File: src/rtl/length_framed_packet_deframer_assert.svh
// assertion macros for the length framed packet deframer
`ifndef LENGTH_FRAMED_PACKET_DEFRAMER_ASSERT_SVH
`define LENGTH_FRAMED_PACKET_DEFRAMER_ASSERT_SVH

// same-cycle implication, checked outside reset
`define LFPD_ASSERT_NOW(lbl, ante, cons) \
    lbl: assert property (@(posedge clk) disable iff (!rst_n) (ante) |-> (cons)) \
        else $error("lfpd same-cycle check failed");

// next-cycle implication, checked outside reset
`define LFPD_ASSERT_NEXT(lbl, ante, cons) \
    lbl: assert property (@(posedge clk) disable iff (!rst_n) (ante) |=> (cons)) \
        else $error("lfpd next-cycle check failed");

`endif

File: src/rtl/lfpd_pkg.sv
// types and constants shared by the deframer modules
package lfpd_pkg;

    localparam logic [7:0] START_BYTE    = 8'h68;
    localparam logic [7:0] STOP_BYTE     = 8'h16;
    localparam logic [7:0] TIMEOUT_RESET = 8'd2;

    localparam logic [2:0] PH_HUNT    = 3'd0;
    localparam logic [2:0] PH_LENGTH  = 3'd1;
    localparam logic [2:0] PH_PAYLOAD = 3'd2;
    localparam logic [2:0] PH_TRAILER = 3'd3;
    localparam logic [2:0] PH_DONE    = 3'd4;

    localparam logic [1:0] ST_WAIT    = 2'd0;
    localparam logic [1:0] ST_DONE    = 2'd1;
    localparam logic [1:0] ST_SYNC    = 2'd2;
    localparam logic [1:0] ST_TIMEOUT = 2'd3;

    typedef struct packed {
        logic       store_valid;
        logic [7:0] store_index;
        logic [7:0] store_data;
        logic [1:0] frame_status;
    } lfpd_result_t;

endpackage

File: src/rtl/lfpd_fsm.sv
// frame state machine: phase, length, count and start tick per word
module lfpd_fsm
(
    input  logic                 clk,
    input  logic                 rst_n,
    input  logic                 step_en,
    input  logic [7:0]           rx_byte,
    input  logic [7:0]           now_tick,
    input  logic [7:0]           timeout_ticks,
    output lfpd_pkg::lfpd_result_t res
);
    import lfpd_pkg::*;

    logic [2:0] phase_reg;
    logic [2:0] phase_next;
    logic [7:0] frame_length_reg;
    logic [7:0] frame_length_next;
    logic [7:0] byte_count_reg;
    logic [7:0] byte_count_next;
    logic [7:0] start_tick_reg;
    logic [7:0] start_tick_next;
    logic [7:0] count_inc;
    logic [7:0] elapsed;

    assign count_inc = byte_count_reg + 8'd1;
    assign elapsed   = now_tick - start_tick_reg;

    always_comb
    begin
        phase_next        = phase_reg;
        frame_length_next = frame_length_reg;
        byte_count_next   = byte_count_reg;
        start_tick_next   = start_tick_reg;
        res.store_valid   = 1'b0;
        res.store_index   = 8'd0;
        res.store_data    = 8'd0;
        res.frame_status  = ST_WAIT;
        case (phase_reg)
            PH_LENGTH:
            begin
                frame_length_next = rx_byte;
                byte_count_next   = 8'd0;
                res.store_valid   = 1'b1;
                res.store_data    = rx_byte;
                phase_next        = (rx_byte == 8'd0) ? PH_TRAILER : PH_PAYLOAD;
            end
            PH_PAYLOAD:
            begin
                byte_count_next = count_inc;
                res.store_valid = 1'b1;
                res.store_index = count_inc;
                res.store_data  = rx_byte;
                if (count_inc == frame_length_reg)
                begin
                    phase_next = PH_TRAILER;
                end
            end
            PH_TRAILER:
            begin
                if (rx_byte == STOP_BYTE)
                begin
                    phase_next       = PH_DONE;
                    res.frame_status = ST_DONE;
                end
                else if (rx_byte == START_BYTE)
                begin
                    phase_next       = PH_LENGTH;
                    res.frame_status = ST_SYNC;
                end
                else if (elapsed > timeout_ticks)
                begin
                    phase_next       = PH_DONE;
                    res.frame_status = ST_TIMEOUT;
                end
            end
            default:
            begin
                if (rx_byte == START_BYTE)
                begin
                    phase_next      = PH_LENGTH;
                    start_tick_next = now_tick;
                end
                else
                begin
                    phase_next = PH_HUNT;
                end
            end
        endcase
    end

    always_ff @(posedge clk or negedge rst_n)
    begin
        if (!rst_n)
        begin
            phase_reg        <= PH_HUNT;
            frame_length_reg <= 8'd0;
            byte_count_reg   <= 8'd0;
            start_tick_reg   <= 8'd0;
        end
        else if (step_en)
        begin
            phase_reg        <= phase_next;
            frame_length_reg <= frame_length_next;
            byte_count_reg   <= byte_count_next;
            start_tick_reg   <= start_tick_next;
        end
    end

`include "length_framed_packet_deframer_assert.svh"

    `LFPD_ASSERT_NEXT(a_start_seen, step_en && (phase_reg == PH_HUNT) && (rx_byte == START_BYTE), (phase_reg == PH_LENGTH) && (start_tick_reg == $past(now_tick)))
    `LFPD_ASSERT_NOW(a_no_overrun, phase_reg == PH_PAYLOAD, byte_count_reg < frame_length_reg)
    `LFPD_ASSERT_NOW(a_status_no_store, res.frame_status != ST_WAIT, !res.store_valid)
    `LFPD_ASSERT_NEXT(a_done_hunts, step_en && (res.frame_status == ST_DONE), phase_reg == PH_DONE)

endmodule

File: src/rtl/length_framed_packet_deframer.sv
// a word accepted into the input register moves on to the result register once that register is free
// throughput: one word per cycle while results are taken, input and result registers overlap
// the frame state advances as a word moves from the input to the result register
// reset: asynchronous active low, clears both valids and the frame state,
// sets the trailer timeout to 2 ticks
module length_framed_packet_deframer
(
    input  logic       clk,
    input  logic       rst_n,
    input  logic       in_valid,
    output logic       in_ready,
    input  logic [7:0] rx_byte,
    input  logic [7:0] now_tick,
    output logic       out_valid,
    input  logic       out_ready,
    output logic       store_valid,
    output logic [7:0] store_index,
    output logic [7:0] store_data,
    output logic [1:0] frame_status,
    input  logic       cfg_valid,
    output logic       cfg_ready,
    input  logic [7:0] trailer_timeout_ticks
);
    import lfpd_pkg::*;

    logic         in_valid_reg;
    logic [7:0]   rx_byte_reg;
    logic [7:0]   now_tick_reg;
    logic         out_valid_reg;
    lfpd_result_t out_reg;
    logic [7:0]   timeout_reg;
    logic         step_en;
    lfpd_result_t step_res;

    assign step_en   = in_valid_reg && (!out_valid_reg || out_ready);
    assign in_ready  = !in_valid_reg || step_en;
    assign cfg_ready = 1'b1;

    lfpd_fsm u_fsm
    (
        .clk           (clk),
        .rst_n         (rst_n),
        .step_en       (step_en),
        .rx_byte       (rx_byte_reg),
        .now_tick      (now_tick_reg),
        .timeout_ticks (timeout_reg),
        .res           (step_res)
    );

    always_ff @(posedge clk or negedge rst_n)
    begin
        if (!rst_n)
        begin
            in_valid_reg  <= 1'b0;
            out_valid_reg <= 1'b0;
            timeout_reg   <= TIMEOUT_RESET;
        end
        else
        begin
            if (in_ready)
            begin
                in_valid_reg <= in_valid;
            end
            if (step_en)
            begin
                out_valid_reg <= 1'b1;
            end
            else if (out_ready)
            begin
                out_valid_reg <= 1'b0;
            end
            if (cfg_valid && cfg_ready)
            begin
                timeout_reg <= trailer_timeout_ticks;
            end
        end
    end

    // payload registers
    always_ff @(posedge clk)
    begin
        if (in_valid && in_ready)
        begin
            rx_byte_reg  <= rx_byte;
            now_tick_reg <= now_tick;
        end
        if (step_en)
        begin
            out_reg <= step_res;
        end
    end

    assign out_valid    = out_valid_reg;
    assign store_valid  = out_reg.store_valid;
    assign store_index  = out_reg.store_index;
    assign store_data   = out_reg.store_data;
    assign frame_status = out_reg.frame_status;

endmodule
File: config.mk
export PLATFORM = sky130hd
export DESIGN_NAME = length_framed_packet_deframer
export DESIGN_NICKNAME = d
export VERILOG_FILES = /design/src/rtl/lfpd_pkg.sv /design/src/rtl/lfpd_fsm.sv /design/src/rtl/length_framed_packet_deframer.sv
export VERILOG_INCLUDE_DIRS = /design/src /design/src/rtl
export SDC_FILE = /design/constraint.sdc
export NUM_CORES = 1
export LEC_CHECK = 0
export ABC_AREA = 0
export BUFFER_PORTS_ARGS = -buffer_cell sky130_fd_sc_hd__buf_2
export CAP_MARGIN = 0
export CELL_PAD_IN_SITES_DETAIL_PLACEMENT = 1
export CELL_PAD_IN_SITES_GLOBAL_PLACEMENT = 1
export CORE_MARGIN = 4
export CORE_UTILIZATION = 43
export DETAILED_ROUTE_END_ITERATION = 10
export PLACE_DENSITY_LB_ADDON = 0.1
export SYNTH_ARGS = -nofsm -noshare
export SYNTH_HDL_FRONTEND = slang
export SYNTH_SLANG_ARGS = --single-unit
File: constraint.sdc
create_clock -name clk -period 3.9 [get_ports clk]
set_input_delay 0.78 -clock clk [delete_from_list [all_inputs] [get_ports clk]]
set_output_delay 0.78 -clock clk [all_outputs]
set_load 0.005 [all_outputs]
==> impl_metrics.py <==
metrics = {
    "floorplan": {
        "die_footprint_um2": 9530,
        "placementRows": 32,
        "die_width_um": 97.6,
        "floorplan.die.height_um": 97.6,
        "floorplan.initialDensity": 0.445,
        "core_area_um2": 7770,
        "io-pin-count": 51,
    },
    "grt": {
        "grt_antenna_before_repair": 0,
        "grt_max_degree": 38,
        "grt.total_usage": 0.164,
        "global_route_wire_length_before_repair_um": 12400,
        "overflow": 0,
        "number_of_global_route_vias_before_repair": 2585,
    },
    "power_and_ir_drop": {
        "post-layout-total-power_mw": 2.28,
        "p_per_area_nw_per_um2": 566,
        "largest_voltage_drop_on_the_vdd_net_uv": 317,
        "leakagePower_nw": 1.77,
    },
    "place": {
        "hpwl_um": 5350,
        "gp_routability_congestion": 0.779,
        "dp_slack_ns": 0.538,
        "numPortBuffers": 49,
    },
    "timing": {
        "final.min_clock_period_ns": 3.35,
        "setup_repair_after_global_routing_missed_its_margin": "false",
        "max-slew-margin-rel": 0.418,
        "worst-slew-pin-transition_ns": 0.872,
        "setup_tns_ns": 0,
        "finalSetupViolCount": 0,
        "hold_viol_final": 0,
        "final-max-slew-violation-count": 0,
        "timing.clock.skew_ns": 0.0122,
        "setup_slack_ns": 0.547,
        "max_freq_mhz": 298,
        "final.period_utilization": 0.860,
    },
    "final_layout": {
        "num-fill-cells": 858,
        "layout.nets": 389,
        "area_growth_from_synthesis_to_final_layout_pct": 16.4,
        "insertedDiodeCount": 0,
        "share_of_cells_above_drive_strength_1": 0.253,
    },
    "clock_network": {
        "clock_tree.root_cell": "clkbuf_8",
        "numClockSinks": 72,
        "cts_post_setup_buffers_inserted": 0,
        "tritoncts.num_buffers": 9,
        "cts_htree_levels": 3,
        "clock_path_buffers": 2,
        "cts.hold.buffers_added": 0,
        "tritoncts_clock_tree": "yes",
        "cts_resized": 0,
        "clkLatencyLatePin_ns": 0.35,
        "worst_setup_hold_path_clk_slew_ns": 0.08,
    },
    "yosys": {
        "ys_async_sr_fraction": 0.514,
        "ys_seq_elements": 72,
        "post_synth_instance_area_um2": 3450,
        "synth_enable_flop_cells": 35,
        "synth_warnings": 0,
        "postSynth.topFlopCell": "dfrtp_1",
        "yosys.area.top_type": "edfxtp_1",
        "post_synth_main_area_contributors": "edfxtp_1, dfrtp_1, ha_1, mux2_2, nand2_1",
        "avgSynthCellArea_um2": 12.0,
        "postSynthCellCount": 289,
        "yosysTopAreaCellShare": 0.304,
        "yosys.cell_types.count": 49,
        "number_of_nets_produced_by_synthesis": 335,
        "synth_seq_area_share": 0.573,
    },
    "routing": {
        "routed_wire_length_per_instance_um": 16.0,
        "drc": 0,
        "postRouteAntennaNets": 0,
        "first_iter_violations": 80,
        "dr.pass1.iters": 4,
        "detailroute.via_count": 2321,
        "routed_wirelength_um": 7220,
        "vias_per_cell": 5.16,
    },
    "min_path": {
        "hp-class": "reg -> reg",
    },
    "critical_path": {
        "critical_path.startpoint_type": "register",
        "timing.critical_path.slowest_stage_cell": "edfxtp_1",
        "path_max_fanout": 4,
        "path_class": "reg -> reg",
        "slowest_delay_ns": 0.40,
        "critical_path.endpoint_type": "register",
        "critical_path_arrival_ns": 3.58,
        "timing.critical_path.cells": "inv_1 -> ha_1 -> inv_1 -> fa_1 -> a21o_1 -> a21oi_1 -> o21bai_1 -> a21oi_1 -> xnor2_1 -> ha_1 -> nand4_1 -> nand2b_1 -> o22ai_1 -> o21ai_0 -> a311oi_1 -> nor3_1",
        "critical_path_required_ns": 4.13,
    },
    "outcome": {
        "outcome": "finished clean",
    },
    "flow_run": {
        "timing.max_cap.violations": 0,
    },
}
==> path summary, 6_finish.rpt <==
path	start	end	slack, ns	cells after the start
max	now_tick_reg[0]	u_fsm.phase_reg[0]	0.55	16
min	now_tick_reg[5]	u_fsm.start_tick_reg[5]	0.50	2
max reg2reg	now_tick_reg[0]	u_fsm.phase_reg[0]	0.55	16
min reg2reg	now_tick_reg[5]	u_fsm.start_tick_reg[5]	0.50	2
max in group asynchronous	rst_n	u_fsm.start_tick_reg[7]	2.81	1
min in group asynchronous	rst_n	u_fsm.byte_count_reg[3]	0.54	1
==> cell families after synthesis <==
group                      share of synthesized area
and+or+nand+nor                                0.131
AOI/OAI and AO/OA                             0.0996
muxes                                         0.0489
xor gates and xnor gates                      0.0529
buffers and inverters                         0.0297
adders and majority gates                     0.0637
other                                        0.00109
DFF                                            0.573
==> cell usage in the layout, fill, tap and decap left out, drive strengths merged, types with 3 or more instances in the layout <==
| cell type | n |
|---|---|
| o21ai | 20 |
| nand3b | 3 |
| ha | 16 |
| clkinv | 6 |
| o21a | 3 |
| inv | 17 |
| clkbuf | 9 |
| buf | 50 |
| dfrtp | 36 |
| nand3 | 4 |
| nor3 | 5 |
| a21o | 3 |
| nand2 | 27 |
| xnor2 | 10 |
| xor2 | 10 |
| mux2 | 15 |
| and2 | 11 |
| edfxtp | 35 |
| nand2b | 7 |
| a21oi | 12 |
| nor2 | 12 |
==> per-layer routing <==
metal | track usage | routed length [µm] | vias up
li1 | - | - | 1123
met1 | 0.182 | 2950 | 1149
met2 | 0.297 | 3880 | 35
met3 | 0.0416 | 226 | 14
met4 | 0.0639 | 158 | 0
met5 | 0 | 0 | -
==> worst max-delay path: cells and delay by family (launching register included) <==
kind / cells / cell delay (ns)
AND/OR/NAND/NOR: 3 / 0.36
AO/OA/AOI/OAI: 7 / 1.43
XOR/XNOR: 1 / 0.09
adder cells (fa/ha/maj): 3 / 0.83
flip-flops: 1 / 0.40
buffers and inverters: 2 / 0.13
==> cell type report <==
type	count	area, µm²	share of cell area
flip-flops and latches	72	1980	0.492
inverters	18	67.6	0.0168
multi-input cells	192	1370	0.342
well taps	102	128	0.0317
repair buffers	50	253	0.0629
clock inverters	7	96.3	0.0240
clock buffers	9	124	0.0308
==> through the flow <==
stage | util | cell area [µm²] | hold slack [ns] | instances
5_1_grt | 0.518 | 4020 | 0.543 | 450
2_1_floorplan | - | 3450 | 0.457 | 289
4_1_cts | 0.518 | 4020 | 0.508 | 450
3_5_place_dp | 0.489 | 3800 | 0.481 | 434
3_3_place_gp | 0.489 | 3800 | 0.478 | 434
6_report | 0.518 | 4020 | 0.502 | 450
==> Yosys cell counts, drive strengths merged, types with 2 or more instances <==
library cell,instances
nor2,12
nand2,27
a21o,3
nor3,5
mux2,15
and3,2
nand3,4
nor4,2
nand4,2
ha,16
nor3b,2
clkbuf,2
nand2b,7
a21oi,12
dfrtp,36
o21a,3
inv,17
xor2,10
o21ai,20
a22o,2
nand3b,3
o31ai,2
a31oi,2
edfxtp,35
xnor2,10
o22ai,2
and4b,2
buf,5
or2,2
nor2b,2
and2,11
==> where the power goes <==
part           internal [mW]  total [mW]  leakage [nW]  switching (mW)
logic                  0.267       0.564         0.869           0.296
registers              0.950        1.06         0.785           0.106
clock network          0.361       0.656         0.113           0.295
total                   1.58        2.28          1.77           0.697
Note: power is estimated with default switching activity, not from simulation.
